File: config.mk
export PLATFORM = sky130hd
export DESIGN_NAME = tile_collision_resolver_flat
export DESIGN_NICKNAME = d
export VERILOG_FILES = /design/src/rtl/tcr_pkg.sv /design/src/rtl/tcr_in_if.sv /design/src/rtl/tcr_out_if.sv /design/src/rtl/tcr_core.sv /design/src/rtl/tile_collision_resolver.sv /design/src/flat_wrapper.sv
export SDC_FILE = /design/constraint.sdc
export NUM_CORES = 2
export LEC_CHECK = 0
export BUFFER_PORTS_ARGS = -buffer_cell sky130_fd_sc_hd__buf_4
export CORE_MARGIN = 2
export CORE_UTILIZATION = 40
export DETAILED_ROUTE_END_ITERATION = 7
export HOLD_SLACK_MARGIN = 0.05
export PLACE_DENSITY = 0.59
export REMOVE_ABC_BUFFERS = 1
export SLEW_MARGIN = 10
export SYNTH_ARGS = -nofsm -noshare
export SYNTH_HDL_FRONTEND = slang
export SYNTH_SLANG_ARGS = --single-unit
File: constraint.sdc
create_clock -name clk -period 55.4 [get_ports clk]
set_input_delay 11.08 -clock clk [delete_from_list [all_inputs] [get_ports clk]]
set_output_delay 11.08 -clock clk [all_outputs]
set_load 0.02 [all_outputs]
File: src/rtl/tcr_pkg.sv
package tcr_pkg;

  localparam int VEL_W  = 17;
  localparam int EXT_W  = 16;
  localparam int FLAG_W = 20;
  localparam int TILE_W = 11;
  localparam int ATTR_W = 8;

  localparam int TILE_SHIFT  = 13;
  localparam int HALF_TILE   = 'h1000;
  localparam int BLOCK_REACH = 'hA00;
  localparam int WATER_REACH = 'hC00;
  localparam int SLOPE_OFS   = 'h800;

  localparam logic KIND_START = 1'b0;
  localparam logic KIND_TILE  = 1'b1;

  localparam logic [ATTR_W-1:0] ATTR_WATER_A = 8'h02;
  localparam logic [ATTR_W-1:0] ATTR_BLOCK_A = 8'h03;
  localparam logic [ATTR_W-1:0] ATTR_BW_A    = 8'h04;
  localparam logic [ATTR_W-1:0] ATTR_BLOCK_B = 8'h05;
  localparam logic [ATTR_W-1:0] ATTR_BLOCK_C = 8'h41;
  localparam logic [ATTR_W-1:0] ATTR_BLOCK_D = 8'h43;
  localparam logic [ATTR_W-1:0] ATTR_NPC_BLK = 8'h44;
  localparam logic [ATTR_W-1:0] ATTR_WATER_B = 8'h60;
  localparam logic [ATTR_W-1:0] ATTR_BW_B    = 8'h61;
  localparam logic [ATTR_W-1:0] ATTR_WATER_C = 8'h62;
  localparam logic [ATTR_W-1:0] ATTR_BW_C    = 8'h64;

  localparam logic [4:0] ATTR_SLOPE_GRP  = 5'h0A;
  localparam logic [4:0] ATTR_SLOPEW_GRP = 5'h0E;
  localparam logic [5:0] ATTR_CUR_GRP    = 6'h20;
  localparam logic [5:0] ATTR_CURW_GRP   = 6'h28;

  localparam logic [FLAG_W-1:0] FLG_LEFT     = 20'h00001;
  localparam logic [FLAG_W-1:0] FLG_CEIL     = 20'h00002;
  localparam logic [FLAG_W-1:0] FLG_RIGHT    = 20'h00004;
  localparam logic [FLAG_W-1:0] FLG_FLOOR    = 20'h00008;
  localparam logic [FLAG_W-1:0] FLG_SLOPE_GH = 20'h00018;
  localparam logic [FLAG_W-1:0] FLG_SLOPE_EF = 20'h00028;
  localparam logic [FLAG_W-1:0] FLG_WATER    = 20'h00100;
  localparam logic [FLAG_W-1:0] FLG_CURRENT  = 20'h01000;
  localparam logic [FLAG_W-1:0] FLG_KIND_E   = 20'h10000;

  typedef struct packed {
    logic [EXT_W-1:0] half_width;
    logic [EXT_W-1:0] top;
    logic [EXT_W-1:0] bottom;
    logic             ignore_npc;
  } box_t;

  typedef struct packed {
    logic       block;
    logic       slope;
    logic       water;
    logic       current;
    logic       water_flag;
  } act_t;

  // slopes A, B, G and H descend with x
  function automatic logic slope_dir_neg(input logic [2:0] k);
    logic r;
    unique case (k)
      3'd0, 3'd1, 3'd6, 3'd7: r = 1'b1;
      default:                r = 1'b0;
    endcase
    return r;
  endfunction

  function automatic logic slope_ofs_neg(input logic [2:0] k);
    logic r;
    unique case (k)
      3'd1, 3'd2, 3'd4, 3'd7: r = 1'b1;
      default:                r = 1'b0;
    endcase
    return r;
  endfunction

endpackage

File: src/rtl/tcr_in_if.sv
interface tcr_in_if #(
  parameter int POS_WIDTH = 25
);
  logic                             valid;
  logic                             ready;
  logic                             kind;
  logic signed [POS_WIDTH-1:0]      pos_x;
  logic signed [POS_WIDTH-1:0]      pos_y;
  logic signed [tcr_pkg::VEL_W-1:0] vel_y;
  logic [tcr_pkg::EXT_W-1:0]        half_width;
  logic [tcr_pkg::EXT_W-1:0]        extent_top;
  logic [tcr_pkg::EXT_W-1:0]        extent_bottom;
  logic                             skip_npc_block;
  logic signed [tcr_pkg::TILE_W-1:0] tile_col;
  logic signed [tcr_pkg::TILE_W-1:0] tile_row;
  logic [tcr_pkg::ATTR_W-1:0]       tile_attr;

  modport source (
    output valid, kind, pos_x, pos_y, vel_y, half_width, extent_top, extent_bottom,
           skip_npc_block, tile_col, tile_row, tile_attr,
    input  ready
  );
  modport sink (
    input  valid, kind, pos_x, pos_y, vel_y, half_width, extent_top, extent_bottom,
           skip_npc_block, tile_col, tile_row, tile_attr,
    output ready
  );
endinterface

File: src/rtl/tcr_out_if.sv
interface tcr_out_if #(
  parameter int POS_WIDTH = 25
);
  logic                              valid;
  logic                              ready;
  logic signed [POS_WIDTH-1:0]       new_x;
  logic signed [POS_WIDTH-1:0]       new_y;
  logic signed [tcr_pkg::VEL_W-1:0]  new_vel_y;
  logic [tcr_pkg::FLAG_W-1:0]        hit_flags;

  modport source (
    output valid, new_x, new_y, new_vel_y, hit_flags,
    input  ready
  );
  modport sink (
    input  valid, new_x, new_y, new_vel_y, hit_flags,
    output ready
  );
endinterface

File: src/rtl/tcr_core.sv
module tcr_core #(
  parameter int POS_WIDTH = 25
) (
  input  logic                              kind,
  input  logic signed [POS_WIDTH-1:0]       pos_x,
  input  logic signed [POS_WIDTH-1:0]       pos_y,
  input  logic signed [tcr_pkg::VEL_W-1:0]  vel_y,
  input  tcr_pkg::box_t                     box_in,
  input  logic signed [tcr_pkg::TILE_W-1:0] tile_col,
  input  logic signed [tcr_pkg::TILE_W-1:0] tile_row,
  input  logic [tcr_pkg::ATTR_W-1:0]        tile_attr,
  input  logic signed [POS_WIDTH-1:0]       cur_x,
  input  logic signed [POS_WIDTH-1:0]       cur_y,
  input  logic signed [tcr_pkg::VEL_W-1:0]  cur_vel,
  input  logic [tcr_pkg::FLAG_W-1:0]        cur_flags,
  input  tcr_pkg::box_t                     cur_box,
  output logic signed [POS_WIDTH-1:0]       nxt_x,
  output logic signed [POS_WIDTH-1:0]       nxt_y,
  output logic signed [tcr_pkg::VEL_W-1:0]  nxt_vel,
  output logic [tcr_pkg::FLAG_W-1:0]        nxt_flags,
  output tcr_pkg::box_t                     nxt_box
);

  localparam int TXW  = tcr_pkg::TILE_W + tcr_pkg::TILE_SHIFT;
  localparam int MAXW = (POS_WIDTH > TXW) ? POS_WIDTH : TXW;
  localparam int CW   = MAXW + 4;

  localparam logic signed [CW-1:0] HT = CW'(tcr_pkg::HALF_TILE);
  localparam logic signed [CW-1:0] BR = CW'(tcr_pkg::BLOCK_REACH);
  localparam logic signed [CW-1:0] WR = CW'(tcr_pkg::WATER_REACH);
  localparam logic signed [CW-1:0] SO = CW'(tcr_pkg::SLOPE_OFS);

  function automatic logic signed [CW-1:0] wrapc(input logic signed [CW-1:0] v);
    logic signed [POS_WIDTH-1:0] t;
    t = signed'(v[POS_WIDTH-1:0]);
    return CW'(t);
  endfunction

  tcr_pkg::act_t act;
  logic signed [CW-1:0] tx, ty, hw, tp, bt;

  assign tx = signed'({{(CW-TXW){tile_col[tcr_pkg::TILE_W-1]}}, tile_col,
                       {tcr_pkg::TILE_SHIFT{1'b0}}});
  assign ty = signed'({{(CW-TXW){tile_row[tcr_pkg::TILE_W-1]}}, tile_row,
                       {tcr_pkg::TILE_SHIFT{1'b0}}});
  assign hw = signed'({{(CW-tcr_pkg::EXT_W){1'b0}}, cur_box.half_width});
  assign tp = signed'({{(CW-tcr_pkg::EXT_W){1'b0}}, cur_box.top});
  assign bt = signed'({{(CW-tcr_pkg::EXT_W){1'b0}}, cur_box.bottom});

  always_comb begin
    act = '0;
    priority if (tile_attr[7:3] == tcr_pkg::ATTR_SLOPE_GRP) begin
      act.slope = 1'b1;
    end else if (tile_attr[7:3] == tcr_pkg::ATTR_SLOPEW_GRP) begin
      act.slope = 1'b1;
      act.water = 1'b1;
    end else if (tile_attr[7:2] == tcr_pkg::ATTR_CUR_GRP) begin
      act.current = 1'b1;
    end else if (tile_attr[7:2] == tcr_pkg::ATTR_CURW_GRP) begin
      act.current    = 1'b1;
      act.water_flag = 1'b1;
    end else if (tile_attr == tcr_pkg::ATTR_NPC_BLK) begin
      act.block = !cur_box.ignore_npc;
    end else if (tile_attr == tcr_pkg::ATTR_BLOCK_A || tile_attr == tcr_pkg::ATTR_BLOCK_B ||
                 tile_attr == tcr_pkg::ATTR_BLOCK_C || tile_attr == tcr_pkg::ATTR_BLOCK_D) begin
      act.block = 1'b1;
    end else if (tile_attr == tcr_pkg::ATTR_WATER_A || tile_attr == tcr_pkg::ATTR_WATER_B ||
                 tile_attr == tcr_pkg::ATTR_WATER_C) begin
      act.water = 1'b1;
    end else if (tile_attr == tcr_pkg::ATTR_BW_A || tile_attr == tcr_pkg::ATTR_BW_B ||
                 tile_attr == tcr_pkg::ATTR_BW_C) begin
      act.block = 1'b1;
      act.water = 1'b1;
    end else begin
      act = '0;
    end
  end

  always_comb begin
    logic signed [CW-1:0]             xa, ya, d, rnd, ds, half, line;
    logic signed [tcr_pkg::VEL_W-1:0] va;
    logic [tcr_pkg::FLAG_W-1:0]       fl;
    logic [2:0]                       k;
    logic                             ybox, xbox, in_x, lo_ok;

    xa   = CW'(cur_x);
    ya   = CW'(cur_y);
    va   = cur_vel;
    fl   = cur_flags;
    k    = tile_attr[2:0];
    ybox = 1'b0;
    xbox = 1'b0;

    // block push-out: left, right, ceiling, floor in turn
    if (act.block) begin
      ybox = (ya - tp < ty + BR) && (ya + bt > ty - BR);
      if (ybox && (xa - hw < tx + HT) && (xa - hw > tx)) begin
        xa = wrapc(tx + HT + hw);
        fl = fl | tcr_pkg::FLG_LEFT;
      end
      if (ybox && (xa + hw > tx - HT) && (xa + hw < tx)) begin
        xa = wrapc(tx - HT - hw);
        fl = fl | tcr_pkg::FLG_RIGHT;
      end
      xbox = (xa - hw < tx + BR) && (xa + hw > tx - BR);
      if (xbox && (ya - tp < ty + HT) && (ya - tp > ty)) begin
        ya = wrapc(ty + HT + tp);
        va = '0;
        fl = fl | tcr_pkg::FLG_CEIL;
      end
      if (xbox && (ya + bt > ty - HT) && (ya + bt < ty)) begin
        ya = wrapc(ty - HT - bt);
        va = '0;
        fl = fl | tcr_pkg::FLG_FLOOR;
      end
    end

    // halve toward zero
    d    = xa - tx;
    rnd  = signed'({{(CW-1){1'b0}}, d[CW-1]});
    ds   = d + rnd;
    half = ds >>> 1;
    line = ty + (tcr_pkg::slope_dir_neg(k) ? -half : half)
              + (tcr_pkg::slope_ofs_neg(k) ? -SO : SO);
    lo_ok = (k == 3'd5) ? (xa >= tx - HT) : (xa > tx - HT);
    in_x  = (xa < tx + HT) && lo_ok;

    if (act.slope) begin
      if (!k[2]) begin
        if (in_x && (ya - tp < line) && (ya + bt > ty - HT)) begin
          ya = wrapc(line + tp);
          if (va[tcr_pkg::VEL_W-1]) begin
            va = '0;
          end
          fl = fl | tcr_pkg::FLG_CEIL;
        end
      end else begin
        fl = fl | (tcr_pkg::FLG_KIND_E << k[1:0]);
        if (in_x && (ya + bt > line) && (ya - tp < ty + HT)) begin
          ya = wrapc(line - bt);
          if (!va[tcr_pkg::VEL_W-1] && (va != '0)) begin
            va = '0;
          end
          fl = fl | (k[1] ? tcr_pkg::FLG_SLOPE_GH : tcr_pkg::FLG_SLOPE_EF);
        end
      end
    end

    if (act.water && (xa - hw < tx + WR) && (xa + hw > tx - WR) &&
        (ya - tp < ty + WR) && (ya + bt > ty - WR)) begin
      fl = fl | tcr_pkg::FLG_WATER;
    end
    if (act.water_flag) begin
      fl = fl | tcr_pkg::FLG_WATER;
    end
    if (act.current) begin
      fl = fl | (tcr_pkg::FLG_CURRENT << tile_attr[1:0]);
    end

    if (kind == tcr_pkg::KIND_START) begin
      nxt_x     = pos_x;
      nxt_y     = pos_y;
      nxt_vel   = vel_y;
      nxt_flags = '0;
      nxt_box   = box_in;
    end else begin
      nxt_x     = xa[POS_WIDTH-1:0];
      nxt_y     = ya[POS_WIDTH-1:0];
      nxt_vel   = va;
      nxt_flags = fl;
      nxt_box   = cur_box;
    end
  end

endmodule

File: src/rtl/tile_collision_resolver.sv
// Latency: a result is valid in the cycle after its input transfer.
// Throughput: one item per cycle while the output is not stalled; the next-state
// logic from the object state registers back to themselves is combinational.
// An output register lets a new item be taken while the last result is taken.
// Reset (rst_n low, synchronous): object state, flags and output valid clear.
module tile_collision_resolver #(
  parameter int POS_WIDTH = 25
) (
  input  logic      clk,
  input  logic      rst_n,
  tcr_in_if.sink    in_ch,
  tcr_out_if.source out_ch
);

  logic signed [POS_WIDTH-1:0]      cur_x_r, cur_y_r;
  logic signed [tcr_pkg::VEL_W-1:0] cur_vel_r;
  logic [tcr_pkg::FLAG_W-1:0]       flags_r;
  tcr_pkg::box_t                    box_r;

  logic signed [POS_WIDTH-1:0]      x_nxt, y_nxt;
  logic signed [tcr_pkg::VEL_W-1:0] vel_nxt;
  logic [tcr_pkg::FLAG_W-1:0]       flags_nxt;
  tcr_pkg::box_t                    box_nxt, box_in;

  logic out_valid_r;
  logic accept;

  assign in_ch.ready = rst_n && (!out_valid_r || out_ch.ready);
  assign accept      = in_ch.valid && in_ch.ready;

  assign box_in.half_width = in_ch.half_width;
  assign box_in.top        = in_ch.extent_top;
  assign box_in.bottom     = in_ch.extent_bottom;
  assign box_in.ignore_npc = in_ch.skip_npc_block;

  tcr_core #(.POS_WIDTH(POS_WIDTH)) u_core (
    .kind      (in_ch.kind),
    .pos_x     (in_ch.pos_x),
    .pos_y     (in_ch.pos_y),
    .vel_y     (in_ch.vel_y),
    .box_in    (box_in),
    .tile_col  (in_ch.tile_col),
    .tile_row  (in_ch.tile_row),
    .tile_attr (in_ch.tile_attr),
    .cur_x     (cur_x_r),
    .cur_y     (cur_y_r),
    .cur_vel   (cur_vel_r),
    .cur_flags (flags_r),
    .cur_box   (box_r),
    .nxt_x     (x_nxt),
    .nxt_y     (y_nxt),
    .nxt_vel   (vel_nxt),
    .nxt_flags (flags_nxt),
    .nxt_box   (box_nxt)
  );

  always_ff @(posedge clk) begin
    if (!rst_n) begin
      cur_x_r     <= '0;
      cur_y_r     <= '0;
      cur_vel_r   <= '0;
      flags_r     <= '0;
      box_r       <= '0;
      out_valid_r <= 1'b0;
    end else begin
      if (accept) begin
        cur_x_r     <= x_nxt;
        cur_y_r     <= y_nxt;
        cur_vel_r   <= vel_nxt;
        flags_r     <= flags_nxt;
        box_r       <= box_nxt;
        out_valid_r <= 1'b1;
      end else if (out_ch.ready) begin
        out_valid_r <= 1'b0;
      end
    end
  end

  // hold result until transfer
  always_ff @(posedge clk) begin
    if (accept) begin
      out_ch.new_x     <= x_nxt;
      out_ch.new_y     <= y_nxt;
      out_ch.new_vel_y <= vel_nxt;
      out_ch.hit_flags <= flags_nxt;
    end
  end

  assign out_ch.valid = out_valid_r;

  a_accept_gives_result: assert property (@(posedge clk) disable iff (!rst_n)
    accept |=> out_valid_r)
    else $error("accepted item produced no result");

  a_result_matches_state: assert property (@(posedge clk) disable iff (!rst_n)
    accept |=> (out_ch.new_x == cur_x_r) && (out_ch.new_y == cur_y_r) &&
               (out_ch.new_vel_y == cur_vel_r) && (out_ch.hit_flags == flags_r))
    else $error("result register differs from object state");

  a_start_clears_flags: assert property (@(posedge clk) disable iff (!rst_n)
    accept && (in_ch.kind == tcr_pkg::KIND_START) |=> (flags_r == '0))
    else $error("start item left flags set");

  a_no_take_when_stalled: assert property (@(posedge clk) disable iff (!rst_n)
    out_valid_r && !out_ch.ready |-> !in_ch.ready)
    else $error("input taken while result stalled");

endmodule

File: src/flat_wrapper.sv
// flat-port wrapper written by rule: the top's interface ports become plain ports
module tile_collision_resolver_flat 
#(
  parameter int POS_WIDTH = 25
)
  (clk, rst_n, in_ch_valid, in_ch_kind, in_ch_pos_x, in_ch_pos_y, in_ch_vel_y, in_ch_half_width, in_ch_extent_top, in_ch_extent_bottom, in_ch_skip_npc_block, in_ch_tile_col, in_ch_tile_row, in_ch_tile_attr, in_ch_ready, out_ch_valid, out_ch_new_x, out_ch_new_y, out_ch_new_vel_y, out_ch_hit_flags, out_ch_ready);
  tcr_in_if #(.POS_WIDTH(POS_WIDTH)) in_ch_i ();
  tcr_out_if #(.POS_WIDTH(POS_WIDTH)) out_ch_i ();
  input  logic clk;
  input  logic rst_n;
  input wire logic [$bits(in_ch_i.valid)-1:0] in_ch_valid;
  input wire logic [$bits(in_ch_i.kind)-1:0] in_ch_kind;
  input wire logic [$bits(in_ch_i.pos_x)-1:0] in_ch_pos_x;
  input wire logic [$bits(in_ch_i.pos_y)-1:0] in_ch_pos_y;
  input wire logic [$bits(in_ch_i.vel_y)-1:0] in_ch_vel_y;
  input wire logic [$bits(in_ch_i.half_width)-1:0] in_ch_half_width;
  input wire logic [$bits(in_ch_i.extent_top)-1:0] in_ch_extent_top;
  input wire logic [$bits(in_ch_i.extent_bottom)-1:0] in_ch_extent_bottom;
  input wire logic [$bits(in_ch_i.skip_npc_block)-1:0] in_ch_skip_npc_block;
  input wire logic [$bits(in_ch_i.tile_col)-1:0] in_ch_tile_col;
  input wire logic [$bits(in_ch_i.tile_row)-1:0] in_ch_tile_row;
  input wire logic [$bits(in_ch_i.tile_attr)-1:0] in_ch_tile_attr;
  output wire logic [$bits(in_ch_i.ready)-1:0] in_ch_ready;
  output wire logic [$bits(out_ch_i.valid)-1:0] out_ch_valid;
  output wire logic [$bits(out_ch_i.new_x)-1:0] out_ch_new_x;
  output wire logic [$bits(out_ch_i.new_y)-1:0] out_ch_new_y;
  output wire logic [$bits(out_ch_i.new_vel_y)-1:0] out_ch_new_vel_y;
  output wire logic [$bits(out_ch_i.hit_flags)-1:0] out_ch_hit_flags;
  input wire logic [$bits(out_ch_i.ready)-1:0] out_ch_ready;
  assign in_ch_i.valid = in_ch_valid;
  assign in_ch_i.kind = in_ch_kind;
  assign in_ch_i.pos_x = in_ch_pos_x;
  assign in_ch_i.pos_y = in_ch_pos_y;
  assign in_ch_i.vel_y = in_ch_vel_y;
  assign in_ch_i.half_width = in_ch_half_width;
  assign in_ch_i.extent_top = in_ch_extent_top;
  assign in_ch_i.extent_bottom = in_ch_extent_bottom;
  assign in_ch_i.skip_npc_block = in_ch_skip_npc_block;
  assign in_ch_i.tile_col = in_ch_tile_col;
  assign in_ch_i.tile_row = in_ch_tile_row;
  assign in_ch_i.tile_attr = in_ch_tile_attr;
  assign in_ch_ready = in_ch_i.ready;
  assign out_ch_valid = out_ch_i.valid;
  assign out_ch_new_x = out_ch_i.new_x;
  assign out_ch_new_y = out_ch_i.new_y;
  assign out_ch_new_vel_y = out_ch_i.new_vel_y;
  assign out_ch_hit_flags = out_ch_i.hit_flags;
  assign out_ch_i.ready = out_ch_ready;
  tile_collision_resolver #(.POS_WIDTH(POS_WIDTH)) u_core (.clk(clk), .rst_n(rst_n), .in_ch(in_ch_i), .out_ch(out_ch_i));
endmodule
==> reports/metrics.yaml <==
final_max_slew_viol_count: 0
cellLeakagePower_nw: 18.3
seq_area_frac_synth: 0.149
clk_latency_ns: 0.64
dieArea_um2: 92000
critical_path_arrival_ns: 51.55
setup.worst_path.class: "primary input to flop"
yosys_warnings: 0
place_ws_ns: 4.82
synth_cell_type_count: 99
port_buffer_cells: 239
startpoint_type: "primary input"
status: "complete, no violations"
max-cap-violations: 0
worst_ir_drop_vdd_uv: 24.8
finalNonFillerCells: 6059
placement.cell_area_um2: 39200
drt-pass1-iter-count: 5
antenna-diode-count: 0
final_layout_size_suffix_gt1_frac: 0.103
pin_count_of_the_biggest_net_entering_global_routing: 67
final.setup_skew_ns: 0.0369
worst-r2r-setup-slack_ns: 11.66
globalRouteOverflowTotal: 0
critPathRequiredTime_ns: 55.91
post_synth_inst_count: 4666
timing.fmax_mhz: 19.6
final_gp_congestion: 1.01
worst_slew_margin_rel: 0.220
ff2ff_path_depth: 175
grt_first_pass_wirelength_mm: 211
finalWirelength_mm: 144
hold_buffers: 0
wl_met2_mm: 67.3
fin_crit_ns: 51.04
vias: 36033
dominantRegCellSynth: "sky130_fd_sc_hd__dfxtp_1"
wl_met1_mm: 57.7
synthTopCellsByCount: "sky130_fd_sc_hd__ha_1 (592), sky130_fd_sc_hd__nand2_1 (503), sky130_fd_sc_hd__nor2_1 (364)"
end_kind: "flop"
min-delay-path-class: "flop to flop"
grt_setup_unrepaired: "no"
drtAntennaViolNets: 0
max_root_sink_buffers: 3
critPathSlowestCell: "sky130_fd_sc_hd__nand3_1"
initial_utilization: 0.404
post_cts.repair.setup_buffers: 0
yosys.area.top_type: "sky130_fd_sc_hd__ha_1"
rows: 109
highest-signal-layer: "met5"
synth-seq-cells: 224
wl_per_cell_um: 23.7
route.detailed.vias_per_inst: 5.95
power_per_cell_area_nw_per_um2: 29.2
postLayoutSetupSlackWorst_ns: 4.36
post_synthesis_async_set_or_reset_flop_share: 0
final_net_count: 5646
worst-slew-pin-transition_ns: 1.16
synth_largest_type_area_fraction: 0.207
r2r_end: "u_core.out_ch.hit_flags[8]$_DFFE_PP_"
drt-initial-drc-count: 2944
crit_fanout: 26
postLayoutCoreUtil: 0.453
setup-violations-final: 0
r2r_start: "u_core.box_r[34]$_SDFFE_PN0P_"
floorplan.io_pins: 240
htree_num_levels: 1
layout.cell_area.non_filler_um2: 40100
synthesis.area_um2: 35900
critical-path-max-stage-delay_ns: 0.94
place.detailed.instances: 6007
synth_enable_flop_cells: 87
finalCritPeriodShare: 0.921
synthToLayoutAreaGrowth_pct: 11.9
count_of_final_hold_check_violations: 0
cts.root.buffer_cell: "sky130_fd_sc_hd__clkbuf_16"
timing.hold.worst_endpoint: "u_core.flags_r[0]$_SDFFE_PN0P_"
fp.dieW_um: 303
timing.hold.worst_path_depth: 2
grt_antenna_before_repair: 5
grt.total_usage: 0.302
cts.sinks: 224
critPathMostFrequentCell: "sky130_fd_sc_hd__a21oi_1"
clkTransAtPathRegs_ns: 0.07
wl_met3_mm: 9.53
remaining_drc_errors: 0
post_cts.resized_instances: 0
cts_buffers: 28
die_height_um: 303
vias_in_the_first_global_route: 34164
tritoncts: "done"
ys_top_cells_by_area: "sky130_fd_sc_hd__ha_1 (21%), sky130_fd_sc_hd__dfxtp_1 (7.6%), sky130_fd_sc_hd__edfxtp_1 (7.3%)"
core_region_area_um2: 88600
timing.hold.worst.start: "u_core.flags_r[0]$_SDFFE_PN0P_"
totalNegativeSetupSlack_ns: 0
dp_hpwl_mm: 116
synthesis.area_per_instance_um2: 7.68
post-synth-top-count-cell: "sky130_fd_sc_hd__ha_1"
==> metal layers <==
metal  global-route usage  up-vias
li1                     -    17321
met1                0.371    16945
met2                0.516     1413
met3               0.0335      348
met4                0.167        6
met5                    0        -
==> state kept, by name, summed over array words and instances (netlist names) <==
| register | count |
|---|---|
| u_core.out_ch.hit_flags | 20 |
| u_core.out_ch.new_y | 25 |
| u_core.cur_vel_r | 17 |
| u_core.cur_y_r | 25 |
| u_core.flags_r | 20 |
| u_core.out_ch.new_x | 25 |
| u_core.out_ch.new_vel_y | 17 |
| u_core.box_r | 49 |
| u_core.cur_x_r | 25 |
| u_core.out_ch.valid | 1 |
==> power by group <==
| part | internal [W] | switching [W] | total [W] | leakage, nW |
|---|---|---|---|---|
| logic | 0.000308 | 0.000480 | 0.000787 | 15.9 |
| clock network | 0.000109 | 0.0000832 | 0.000192 | 0.457 |
| registers | 0.000180 | 0.0000130 | 0.000193 | 1.94 |
| total | 0.000596 | 0.000576 | 0.00117 | 18.3 |
==> placed cells by master, fill, tap and decap left out, drive strengths merged, types with 81 or more instances in the layout <==
cell | netlist | layout
a21oi | 309 | 309
nor2 | 365 | 365
edfxtp | 87 | 87
nand3 | 161 | 161
a21o | 141 | 141
inv | 296 | 300
ha | 592 | 592
xnor2 | 283 | 283
nor3 | 115 | 115
o21ai | 240 | 240
mux2 | 81 | 81
nand2b | 87 | 87
buf | 23 | 311
nand4 | 95 | 95
dfxtp | 137 | 137
a21boi | 82 | 82
nor2b | 83 | 83
nand2 | 504 | 504
xor2 | 115 | 115
==> kinds of logic after synthesis <==
group	share of synthesized area
AO/OA/AOI/OAI	0.219
XOR/XNOR	0.0972
adder cells (fa/ha/maj)	0.224
buffers and inverters	0.0459
flip-flops	0.149
multiplexers	0.0372
AND/OR/NAND/NOR	0.227
==> metrics by stage <==
step | hold slack (ns) | total power (W)
CTS | 0.472 | 0.00116
floorplan | 0.437 | 0.000741
finish | 0.471 | 0.00117
global route | 0.493 | 0.00126
global placement | 0.447 | 0.000963
detailed placement | 0.457 | 0.000964
==> how the worst max path moves through the flow <==
stage | startpoint | to | slack, ns | cells past startpoint
after floorplan | in_ch_tile_row[3] | u_core.out_ch.hit_flags[8]$_DFFE_PP_ | 11.64 | 160
after detailed placement | in_ch_tile_row[4] | u_core.out_ch.hit_flags[8]$_DFFE_PP_ | 4.82 | 162
after CTS | in_ch_tile_row[4] | u_core.out_ch.hit_flags[8]$_DFFE_PP_ | 5.42 | 167
after global placement | in_ch_tile_row[4] | u_core.out_ch.hit_flags[8]$_DFFE_PP_ | 5.52 | 164
after global routing | in_ch_tile_row[3] | u_core.out_ch.hit_flags[8]$_DFFE_PP_ | 1.14 | 166
final | in_ch_tile_row[4] | u_core.out_ch.hit_flags[8]$_DFFE_PP_ | 4.36 | 167
==> area by class of cell <==
cell class / count / area [µm²]
tap: 1165 / 1460
sequential: 224 / 5360
fill: 9062 / 48500
timing repair buffer: 311 / 2330
multi-input combinational: 4010 / 28900
clock buffer: 40 / 786
inverter: 297 / 1120
clock inverter: 12 / 153
==> critical path, delay by kind of cell <==
kind	cells	cell delay (ns)
compound gates	71	17.66
buf+inv	6	1.10
mux	4	0.99
fa+ha+maj	13	4.11
simple gates	68	15.53
xor+xnor	5	1.02
(Power assumes the default switching activity.)
